[src/hw/rtl/fth_pkg.sv]
// Package for the flow tuple hash unit: FNV-1a constants, the stage record
// handed between hash cells, and the functions that unpack a request into bytes.
// No dependencies.
package fth_pkg;

    localparam int unsigned NUM_BYTES  = 37;
    localparam int unsigned IDX_W      = $clog2(NUM_BYTES);
    localparam int unsigned TDATA_W    = NUM_BYTES * 8;
    localparam int unsigned HASH_W     = 32;

    localparam logic [HASH_W-1:0] OFFSET_BASIS = 32'd2166136261;

    localparam logic [1:0] ADDR_UNKNOWN = 2'd0;
    localparam logic [1:0] ADDR_IPV4    = 2'd1;
    localparam logic [1:0] ADDR_IPV6    = 2'd2;

    // Byte slots of the hash sequence; a disabled slot leaves the hash as is.
    localparam int unsigned SLOT_PROTO     = 0;
    localparam int unsigned SLOT_REMOTE_HI = 1;
    localparam int unsigned SLOT_REMOTE_LO = 9;
    localparam int unsigned SLOT_LOCAL_HI  = 17;
    localparam int unsigned SLOT_LOCAL_LO  = 25;
    localparam int unsigned SLOT_PORTS     = 33;

    typedef logic [TDATA_W-1:0]   byte_vec_t;
    typedef logic [NUM_BYTES-1:0] byte_en_t;

    typedef struct packed {
        logic [HASH_W-1:0] hash;
        byte_vec_t         bytes;
        byte_en_t          en;
    } stage_t;

    // XOR in one byte, then multiply by 16777619 = 2^24 + 2^8 + 2^7 + 2^4 + 2^1 + 1.
    function automatic logic [HASH_W-1:0] fnv_mix(
        input logic [HASH_W-1:0] h,
        input logic [7:0]        b
    );
        logic [HASH_W-1:0] x;
        begin
            x = h ^ {24'd0, b};
            return (x << 24) + (x << 8) + (x << 7) + (x << 4) + (x << 1) + x;
        end
    endfunction

    // Reorder the request payload into hash order, addresses most significant byte first.
    function automatic byte_vec_t build_bytes(input logic [TDATA_W-1:0] d);
        byte_vec_t v;
        begin
            v = '0;
            v[SLOT_PROTO*8 +: 8] = d[7:0];
            for (int i = 0; i < 8; i++)
            begin
                v[(SLOT_REMOTE_HI + i)*8 +: 8] = d[8   + (7 - i)*8 +: 8];
                v[(SLOT_REMOTE_LO + i)*8 +: 8] = d[72  + (7 - i)*8 +: 8];
                v[(SLOT_LOCAL_HI  + i)*8 +: 8] = d[136 + (7 - i)*8 +: 8];
                v[(SLOT_LOCAL_LO  + i)*8 +: 8] = d[200 + (7 - i)*8 +: 8];
            end
            v[SLOT_PORTS*8 +: 32] = d[295:264];
            return v;
        end
    endfunction

    function automatic byte_en_t build_en(input logic [1:0] addr_type);
        byte_en_t e;
        logic     v4_or_v6;
        logic     v6;
        begin
            v4_or_v6 = (addr_type == ADDR_IPV4) || (addr_type == ADDR_IPV6);
            v6       = (addr_type == ADDR_IPV6);
            e = '0;
            e[SLOT_PROTO] = 1'b1;
            for (int i = 0; i < 8; i++)
            begin
                e[SLOT_REMOTE_HI + i] = (i < 4) ? v4_or_v6 : v6;
                e[SLOT_LOCAL_HI  + i] = (i < 4) ? v4_or_v6 : v6;
                e[SLOT_REMOTE_LO + i] = v6;
                e[SLOT_LOCAL_LO  + i] = v6;
            end
            for (int i = 0; i < 4; i++)
            begin
                e[SLOT_PORTS + i] = 1'b1;
            end
            return e;
        end
    endfunction

endpackage

[src/hw/rtl/fth_cell.sv]
// One hash cell: mixes its own byte slot into the running hash and hands the
// record to the next cell. Depends on fth_pkg.
module fth_cell #(
    parameter int unsigned CELL_IDX = 0
) (
    input  logic            clk,
    input  logic            rst_n,
    input  logic            in_valid,
    output logic            in_ready,
    input  fth_pkg::stage_t in_stage,
    output logic            out_valid,
    input  logic            out_ready,
    output fth_pkg::stage_t out_stage
);

    localparam logic [fth_pkg::IDX_W-1:0] SLOT = fth_pkg::IDX_W'(CELL_IDX);

    logic            valid_reg;
    logic            valid_next;
    fth_pkg::stage_t stage_reg;
    fth_pkg::stage_t stage_next;
    logic            load;

    // Take a new request whenever this cell is empty or its result moves on.
    assign in_ready = !valid_reg || out_ready;
    assign load     = in_valid && in_ready;

    always_comb
    begin
        valid_next = in_ready ? in_valid : valid_reg;
        stage_next = in_stage;
        if (in_stage.en[SLOT])
        begin
            stage_next.hash = fth_pkg::fnv_mix(in_stage.hash, in_stage.bytes[SLOT*8 +: 8]);
        end
    end

    always_ff @(posedge clk or negedge rst_n)
    begin
        if (!rst_n)
        begin
            valid_reg <= 1'b0;
        end
        else
        begin
            valid_reg <= valid_next;
        end
    end

    always_ff @(posedge clk)
    begin
        if (load)
        begin
            stage_reg <= stage_next;
        end
    end

    assign out_valid = valid_reg;
    assign out_stage = stage_reg;

endmodule

[config.mk]
export PLATFORM = sky130hd
export DESIGN_NAME = fth_cell
export DESIGN_NICKNAME = d
export VERILOG_FILES = /design/src/hw/rtl/fth_pkg.sv /design/src/hw/rtl/fth_cell.sv
export SDC_FILE = /design/constraint.sdc
export NUM_CORES = 1
export LEC_CHECK = 0
export BUFFER_PORTS_ARGS = -buffer_cell sky130_fd_sc_hd__buf_2
export CAP_MARGIN = 40
export CORE_AREA = 3 3 285 287
export CTS_CLUSTER_DIAMETER = 100
export DETAILED_ROUTE_END_ITERATION = 10
export DIE_AREA = 0 0 288 290
export HOLD_SLACK_MARGIN = 0.08
export REMOVE_ABC_BUFFERS = 1
export SLEW_MARGIN = 20
export SYNTH_ARGS = -nofsm -noshare
export SYNTH_HDL_FRONTEND = slang
export SYNTH_SLANG_ARGS = --single-unit
[constraint.sdc]
create_clock -name clk -period 11.26 [get_ports clk]
set_clock_uncertainty 0.1 [all_clocks]
set_input_delay 2.252 -clock clk [delete_from_list [all_inputs] [get_ports clk]]
set_output_delay 2.252 -clock clk [all_outputs]
set_load 0.01 [all_outputs]
-- After elaboration in Yosys (flattened, before gate mapping)
Index checks and enable logic that the tools add are counted.
- output and inout port bits: 367
- word-level logic and storage cells: 14
- bits of input ports: 369
- bits in registers: 366
- $add $sub $neg: 5
- multiplexer cells: 1
- reductions and logical operators: 3
- bitwise operators: 1
- operator list (operator ; number):
    adder 32 bit ; 5
    two-way mux 32 bit ; 1
    bitwise XOR 32 x 8 -> 32 bit ; 1
    logical AND 1 bit ; 1
    zero test 1 bit ; 1
    logical OR 1 bit ; 1

-- Depth between registers and ports, before layout
Gate-level depths: netlist (run 1).
- depth in word-level cells: 7
- gate-level depth with buffers: 17
- depth with buffers taken out: 16

-- Worst setup path before layout (run 1)
Ideal clock, no wire load.
- path kind: input -> register
- start point: in out_ready
- end point: reg stage_reg, in the netlist out_stage[0], enable pin
- buffers on the path: 0
- arrival: 10743 ps
- library setup time: 776 ps
- stages on the path: 2
- required time: 10384 ps
- path slack: -359 ps
- cells stage by stage: nand2b_1 > and2_1
- cells in the longest elaborated chain, start to end: 2
- ends and longest elaborated chain (item ; line ; text):
    start, declared ; fth_cell.sv:12 ; input logic out_ready,
    logical OR 1 bit ; fth_cell.sv:25 ; assign in_ready = !valid_reg || out_ready;
    logical AND 1 bit ; fth_cell.sv:26 ; assign load = in_valid && in_ready;
    net load ; fth_cell.sv:22 ; logic load;
    end signal, assigned ; fth_cell.sv:54 ; stage_reg <= stage_next;
    end, declared ; fth_cell.sv:20 ; fth_pkg::stage_t stage_reg;
The timed path passes the listed nets, and every way through them passes these cells.
A chain may end at the register's enable or synchronous reset.

==> metrics.cfg, run 1 <==
[logic_synthesis]
yosysUniqueCellTypes = 57
seq_area_frac_synth_pct = 71.1
synth_edf_count = 365
synth_seq_cells = 366
synth_top_flop_cell = edfxtp_1
async_reset_ff_share_pct = 0.273
synth_area_sq_um = 15400
synthCells = 898
syn_avg_cell_area_sq_um = 17.2
ys_warn_count = 0

[worst_setup_path]
worstReg2RegStart = out_valid$_DFFE_PN0N_
worstPathArrival_ns = 7.05
crit_path_end_kind = register
critical_path.max_fanout = 4
critPathLaunchType = input pin
reg2reg_depth = 4
crit_type = in -> reg
r2r-end = out_stage[156]$_DFFE_PP_
rrSetupSlack_ns = 8.57
required_ns = 11.48

[timing]
tightest_slew_ns = 1.01
setup_violations = 0
max_slew_margin_pct = 33.0
hold_slack_ns = 0.678
finalHoldViolations = 0
timing.final.ws_setup_ns = 4.43
fin_crit_sh_pct = 60.6
fin_crit_ns = 6.83
rsz0062_at_grt = no
drv_slew = 0
fmax_ghz = 0.146

[global_route]
antenna_found_initial = 32
track_usage_pct = 17.7
gr-total-overflow = 0
grt_pass1_wl_microns = 101000
grt_pass1_vias = 11700
grt_max_degree = 157

[layout]
design_area_sq_um = 22000
num-nets-final = 2183
drive_gt1_share_pct = 48.2
area_delta_synth_final_pct = 42.6

[flow_run]
maxCapViolations = 0

[clocking]
post_cts_buffers = 0
numCtsBuffers = 45
ctsHtreeMaxLevel = 2
cts_resized = 0
clk_path_buf_depth = 3
cts_tree = yes
cts_hold_buf = 0
cts.sinks = 366
cts_root_buffer = clkbuf_16
clk-insertion-delay-late_ns = 0.58
clk_pin_slew_worst_paths_ns = 0.06

[status]
status = finished clean

[floorplan]
ioPinCount = 736
rows = 103
core_area_sq_um = 78900
start_util_pct = 19.6
die_y_microns = 290
die-width_microns = 288
die_area_sq_um = 83500

[place]
gp_congestion = 0.910
place_ws_ns = 3.84
io_buffers = 735
hpwlAfterDp_microns = 63700
placed_area_sq_um = 20500

[power]
total_power_mw = 4.68
ir_drop_v = 0.000118
p_leak_nw = 9.54
powerDensity_nw_per_um2 = 212

[route]
drt-vias-per-instance = 3.98
drtAntennaViolNets = 0
drt_iter0_drc = 748
vias = 11000
dr.pass1.iters = 4
drc = 0
wirelength_microns = 76400
post_drt_wl_per_cell_microns = 27.6

[hold_path]
hold_end = out_valid$_DFFE_PN0N_
whs_path_depth = 2
min_path_type = reg -> reg
hold_path_startpoint = out_valid$_DFFE_PN0N_

==> how the worst max path moves through the flow <==
stage	start	endpoint
6_report	in_stage[38]	out_stage[363]$_DFFE_PP_
5_1_grt	in_stage[38]	out_stage[363]$_DFFE_PP_
3_3_place_gp	in_stage[43]	out_stage[363]$_DFFE_PP_
3_5_place_dp	in_stage[38]	out_stage[363]$_DFFE_PP_
2_1_floorplan	out_ready	out_stage[0]$_DFFE_PP_
4_1_cts	in_stage[38]	out_stage[363]$_DFFE_PP_
==> synth_stat cells (2+ instances only) <==
library cell | count | share of area [%]
nor3b_1 | 2 | 0.097
nand3_1 | 8 | 0.26
o21bai_1 | 5 | 0.24
a21o_1 | 9 | 0.44
or3b_1 | 2 | 0.11
inv_1 | 148 | 3.6
a31oi_1 | 2 | 0.081
edfxtp_1 | 365 | 71
mux2_2 | 8 | 0.58
o21ai_0 | 19 | 0.62
nand2b_1 | 3 | 0.12
xnor2_1 | 23 | 1.3
nand3b_1 | 3 | 0.15
ha_1 | 59 | 4.8
and2_1 | 2 | 0.081
a221oi_1 | 2 | 0.11
nor2b_1 | 2 | 0.081
o221ai_1 | 3 | 0.17
buf_1 | 2 | 0.049
nor3_1 | 5 | 0.16
mux2i_1 | 8 | 0.52
o211ai_1 | 2 | 0.097
clkbuf_1 | 9 | 0.22
fa_1 | 78 | 10
or3_1 | 2 | 0.081
o31ai_1 | 3 | 0.15
a211oi_1 | 2 | 0.097
a21oi_1 | 33 | 1.1
o21a_1 | 5 | 0.24
nand2_1 | 23 | 0.56
xor2_1 | 15 | 0.85
and3_1 | 2 | 0.081
nor2_1 | 19 | 0.46
a21oi_2 | 2 | 0.11
==> per-stage QoR <==
step	TNS, ns	util (%)	cells
floorplan	-131.09	-	887
global placement	0	25.9	2676
detailed placement	0	26.0	2680
CTS	0	27.9	2763
global route	0	27.9	2768
finish	0	27.9	2771
==> logic make-up after synthesis <==
logic type / after synthesis / share of synthesized area, %
AOI/OAI and AO/OA: 101 / 4.25
xor gates and xnor gates: 38 / 2.15
adders and majority gates: 137 / 14.9
buffers and inverters: 160 / 3.89
DFF: 366 / 71.1
muxes: 16 / 1.10
and+or+nand+nor: 80 / 2.59
==> power by group <==
| part | internal (mW) | switching [mW] |
|---|---|---|
| logic | 0.594 | 0.905 |
| registers | 1.65 | 0.0493 |
| clock network | 0.864 | 0.615 |
| total | 3.11 | 1.57 |
==> cells in the final DEF (no fill, tap or decap), drive strengths merged, types with 15 or more instances in the layout <==
cell type and instances:
buf 743, o21ai 20, a21oi 35, clkinv 21
inv 152, fa 78, xor2 15, nand2 23
xnor2 23, nor2 19, edfxtp 365, clkbuf 54
ha 59
==> metal layers <==
layer	wire, microns	GRT usage, %	up-vias
met5	143	0	-
met4	2180	4.92	22
met3	10000	9.56	103
met2	35400	28.4	523
met1	28600	20.3	5595
li1	-	-	4773
==> layout make-up <==
cell class | instances | area (sq um)
fillers | 8212 | 56800
flip-flops and latches | 366 | 11000
multi-input cells | 372 | 3860
repair buffers | 743 | 3780
well taps | 1050 | 1310
clock buffers | 54 | 1160
inverters | 149 | 559
clock inverters | 29 | 348
diodes | 8 | 20.0
==> worst max-delay path: stages <==
cell	delay, ns
buf_2	0.11
xnor2_1	0.65
inv_1	0.21
fa_1	0.55
inv_1	0.06
fa_1	0.50
inv_1	0.04
ha_1	0.29
ha_1	0.36
a21oi_1	0.21
o21ai_0	0.25
a311o_1	0.40
a211oi_1	0.59
o31ai_1	0.15
xnor2_1	0.15
mux2_2	0.26
==> registers in the layout, summed over array words and instances, names as in the netlist <==
name,flops
out_stage,365
out_valid,1
(Power assumes the default switching activity.)
==> inputs of run 2 (changes only) <==
==> constraint.sdc (replaced) <==
create_clock -name clk -period 6.55 [get_ports clk]
set_clock_uncertainty 0.1 [all_clocks]
set_input_delay 1.31 -clock clk [delete_from_list [all_inputs] [get_ports clk]]
set_output_delay 1.31 -clock clk [all_outputs]
set_load 0.01 [all_outputs]
==> run 2 against run 1 <==
Effect of this change:
- power rose by 77%
- setup slack got worse by 3.4 ns
- critical path depth fell by 1
- sequential power rose by 71%
- count of clock-buffer cells in the layout fell by 5
- hold slack got worse by 0.24 ns
- sequential share of layout area fell by 0.45 points
- sequential cell count did not move
- clock power rose by 84%
==> metrics.cfg, run 2 (synthesis gave the netlist of run 1 again) <==
[floorplan]
start_util_pct = 19.6
ioPinCount = 736
die-width_microns = 288
core_area_sq_um = 78900
rows = 103
die_y_microns = 290
die_area_sq_um = 83500

[clocking]
cts_hold_buf = 0
cts_root_buffer = clkbuf_16
ctsHtreeMaxLevel = 2
cts_tree = yes
post_cts_buffers = 0
numCtsBuffers = 45
clk-insertion-delay-late_ns = 0.59
cts_resized = 0
cts.sinks = 366
clk_pin_slew_worst_paths_ns = 0.06
clk_path_buf_depth = 3

[global_route]
track_usage_pct = 17.7
grt_pass1_vias = 11700
antenna_found_initial = 39
grt_pass1_wl_microns = 99700
gr-total-overflow = 0
grt_max_degree = 116

[layout]
multi_input_area_sq_um = 3860
fillers = 8183
area_delta_synth_final_pct = 43.9
design_area_sq_um = 22200
final_cell_mix = 735 x buf_2, 365 x edfxtp_1, 148 x inv_1
largest_reg_flops = 365
mostFrequentLayoutCell = buf_2
drive_gt1_share_pct = 49.0
num-nets-final = 2193
regArea_sq_um = 11000

[route]
drt_iter0_drc = 808
post_drt_wl_per_cell_microns = 27.5
wirelength_microns = 76500
drc = 0
highest_layer = met5
drt-vias-per-instance = 3.97
vias = 11000
dr.pass1.iters = 5
met1_length_microns = 25900
wl_met3_microns = 12800
drtAntennaViolNets = 0
wl_met2_microns = 34000

[timing]
hold_slack_ns = 0.436
drv_slew = 0
timing.final.ws_setup_ns = 1.07
fmax_ghz = 0.183
finalHoldViolations = 0
max_slew_margin_pct = 44.9
fin_crit_ns = 5.48
rsz0062_at_grt = no
fin_crit_sh_pct = 83.6
tightest_slew_ns = 0.827
setup_violations = 0

[place]
placed_area_sq_um = 20600
gp_congestion = 0.925
place_ws_ns = 0.500
hpwlAfterDp_microns = 64300
io_buffers = 735

[power]
ir_drop_v = 0.000185
p_leak_nw = 9.65
powerDensity_nw_per_um2 = 373

[flow_run]
maxCapViolations = 0

[worst_setup_path]
crit_buf_inv = 1
critPathLaunchType = input pin
rrSetupSlack_ns = 4.12
worstPathArrival_ns = 5.67
crit_family = compound AO/OA/AOI/OAI gates
crit_chain = buf_2 -> xor2_1 -> xor2_1 -> ha_1 -> ha_1 -> ha_1 -> ha_1 -> fa_1 -> a21oi_1 -> o21ai_0 -> a311o_1 -> a21o_1 -> o21ai_2 -> a21oi_1 -> o31ai_1
crit_top_cell = ha_1
crit_slowest_cell = xor2_1
crit_type = in -> reg
crit_path_max_incr_delay_ns = 0.61
crit_path_end_kind = register
required_ns = 6.74
critical_path.max_fanout = 6

[status]
status = finished clean

[hold_path]
min_path_type = in -> async

-- run 2: path summary, 6_finish.rpt --
path                                       start                        to  cells past startpoint
setup / recovery                    in_stage[37]  out_stage[357]$_DFFE_PP_                     15
hold / removal                             rst_n     out_valid$_DFFE_PN0N_                      1
setup reg to reg           out_valid$_DFFE_PN0N_  out_stage[347]$_DFFE_PP_                      4
hold reg to reg            out_valid$_DFFE_PN0N_     out_valid$_DFFE_PN0N_                      2
max in group asynchronous                  rst_n     out_valid$_DFFE_PN0N_                      1
min in group clk           out_valid$_DFFE_PN0N_     out_valid$_DFFE_PN0N_                      2
-- run 2: metrics by stage --
stage,setup TNS (ns),power [mW],utilization (%),cells
6_report,0,8.29,28.2,2782
5_1_grt,0,8.79,28.2,2774
3_5_place_dp,0,5.62,26.1,2689
3_3_place_gp,0,5.62,26.1,2689
4_1_cts,0,8.41,28.1,2772
2_1_floorplan,-1506.41,4.63,-,887
-- run 2: layer usage --
| metal | up-vias | GRT usage, % |
|---|---|---|
| met2 | 594 | 27.4 |
| met4 | 22 | 7.48 |
| met5 | - | 0 |
| met3 | 116 | 11.8 |
| met1 | 5503 | 18.8 |
| li1 | 4796 | - |
-- run 2: final cells by class --
class / count / share of cell area (%)
antenna: 9 / 0.101
clock buffer: 49 / 5.13
clock inverter: 34 / 2.14
inverter: 149 / 2.52
multi-input combinational: 372 / 17.4
sequential: 366 / 49.4
tap: 1050 / 5.91
timing repair buffer: 753 / 17.4
-- run 2: where the power goes --
group          total (mW)  internal, mW  switching (mW)  leakage, nW
Clock                2.72          1.64            1.09        0.789
Combinational        2.65          1.06            1.60         5.37
Sequential           2.91          2.83          0.0808         3.49
==> inputs of run 3 (changes only) <==
==> constraint.sdc (replaced) <==
create_clock -name clk -period 4.55 [get_ports clk]
set_clock_uncertainty 0.1 [all_clocks]
set_input_delay 0.91 -clock clk [delete_from_list [all_inputs] [get_ports clk]]
set_output_delay 0.91 -clock clk [all_outputs]
set_load 0.01 [all_outputs]
==> run 3 against run 2 <==
Effect of this change:
- sequential power is 44% higher
- register-to-register slack worse by 1.9 ns
- global-route usage is 0.25 points higher
- largest power group is now combinational logic
- first-iteration DRC count is 1.2% higher
- routed wire length is 1.9% higher
- via count is 5.8% higher
- die area stayed put
- final cell count is 5.8% higher
- sequential share of layout area is 3.3 points lower
- critical path depth is 4 higher
- non-clock buffer count is 155 higher
==> metrics.cfg, run 3 (synthesis gave the netlist of run 1 again) <==
[worst_setup_path]
crit_path_end_kind = register
crit_type = in -> reg
crit_start = in_stage[40]
reg2reg_depth = 3
critical_path.max_fanout = 4
required_ns = 4.79
worstPathArrival_ns = 4.72
worstReg2RegStart = out_valid$_DFFE_PN0N_
critPathLaunchType = input pin

[layout]
final_cell_mix = 729 x buf_2, 365 x edfxtp_1, 157 x buf_4
largest_reg_flops = 365
mostFrequentLayoutCell = buf_2
area_delta_synth_final_pct = 54.3
final_util_pct = 30.2
num-nets-final = 2349
design_area_sq_um = 23800
drive_gt1_share_pct = 56.7
layoutNonFillerInstCount = 2942

[clocking]
clk_pin_slew_worst_paths_ns = 0.06
cts.sinks = 366
ctsHtreeMaxLevel = 2
clk_path_buf_depth = 3
cts_tree = yes
numCtsBuffers = 46
clk-insertion-delay-late_ns = 0.59
cts_root_buffer = clkbuf_16

[floorplan]
core_area_sq_um = 78900
rows = 103
ioPinCount = 736
die_y_microns = 290
die-width_microns = 288
die_area_sq_um = 83500
start_util_pct = 19.6

[timing]
tightest_slew_ns = 0.681
finalHoldViolations = 0
setup_violations = 0
fin_crit_ns = 4.49
fmax_ghz = 0.223
drv_slew = 0
max_slew_margin_pct = 54.6
rsz0062_at_grt = yes
fin_crit_sh_pct = 98.6

[place]
placed_area_sq_um = 21700
io_buffers = 735
hpwlAfterDp_microns = 64600
placedCellCount = 2830
gp_congestion = 0.912

[route]
post_drt_wl_per_cell_microns = 26.5
drt-vias-per-instance = 3.97
drt_iter0_drc = 818
dr.pass1.iters = 5
wirelength_microns = 77900
drtAntennaViolNets = 0
vias = 11700
drc = 0

[global_route]
met2_usage_pct = 27.9
track_usage_pct = 17.9
grt.met3_usage_pct = 11.1
grt_pass1_vias = 12200
top_usage_layer = met2
gr-total-overflow = 0
grt_max_degree = 107
grt_pass1_wl_microns = 102000
use_met1_pct = 19.6
antenna_found_initial = 49

[hold_path]
whs_path_depth = 1
hold_path_startpoint = in_stage[144]
min_path_type = in -> reg

[power]
powerDensity_nw_per_um2 = 551
p_leak_nw = 10.4
ir_drop_v = 0.000275

[status]
status = finished clean

[flow_run]
maxCapViolations = 0

-- run 3: cell types whose count changed in the layout (fill, tap and decap cells not counted), moves of 11 or more --
cell   before  now
inv_1     148  131
inv_2       0   14
ha_1       59   48
buf_4      14  157
buf_6       0   11
-- run 3: final cells by class --
cell class                      count  area, sq um
Tap cell                         1050         1310
Clock inverter                     34          367
Multi-Input combinational cell    372         4260
Antenna cell                       12         30.0
Clock buffer                       51         1170
Inverter                          149          571
Timing Repair Buffer              908         5140
Fill cell                        8083        55000
Sequential cell                   366        11000
-- run 3: worst paths after layout --
check                                                 to  slack [ns]
max in group asynchronous          out_valid$_DFFE_PN0N_        3.60
worst max register to register  out_stage[147]$_DFFE_PP_        2.22
min in group asynchronous          out_valid$_DFFE_PN0N_        0.60
worst min register to register     out_valid$_DFFE_PN0N_        0.66
worst max-delay path            out_stage[360]$_DFFE_PP_        0.06
worst min-delay path            out_stage[144]$_DFFE_PP_        0.39
-- run 3: per-stage QoR --
stage | total power, mW | hold slack [ns] | TNS, ns | worst slack, ns
global placement | 8.79 | 0.640 | -16.06 | -0.952
CTS | 12.8 | 0.329 | -0.00290 | -0.00290
finish | 13.1 | 0.386 | 0 | 0.0644
detailed placement | 8.82 | 0.627 | -16.61 | -0.984
floorplan | 6.66 | 0.514 | -2093.62 | -5.73
global route | 13.9 | 0.346 | -0.135 | -0.0383
-- run 3: where the power goes --
group | switching (mW) | internal (mW) | total, mW
registers | 0.117 | 4.08 | 4.20
clock network | 1.62 | 2.13 | 3.74
logic | 2.69 | 2.51 | 5.20
total | 4.43 | 8.71 | 13.1
-- run 3: timing repair --
item	in CTS	in global routing
pin swaps	5	43
setup endpoints to repair	16	18
hold buffers	1	0
gates resized for setup	19	85
endpoints found under the hold margin	1	0
setup buffers	1	14
-- run 3: per-layer routing --
layer / wire, microns / part of all wire (%) / vias up
li1: - / - / 5104
met4: 2960 / 3.8 / 28
met3: 11400 / 15 / 147
met5: 161 / 0.21 / -
met1: 27800 / 36 / 5790
met2: 35600 / 46 / 605
-- run 3: critical path, cell delays in order --
cell and delay [ns]:
clkbuf_4 0.15, xor2_1 0.16, buf_4 0.17, buf_4 0.14
buf_4 0.13, a21o_1 0.18, fa_1 0.49, inv_2 0.04
fa_1 0.49, inv_2 0.05, ha_4 0.23, a21oi_4 0.16
o211a_1 0.21, nor3_4 0.06, o31a_1 0.28, buf_6 0.14
a31o_4 0.22, a31o_1 0.21, a221o_1 0.29
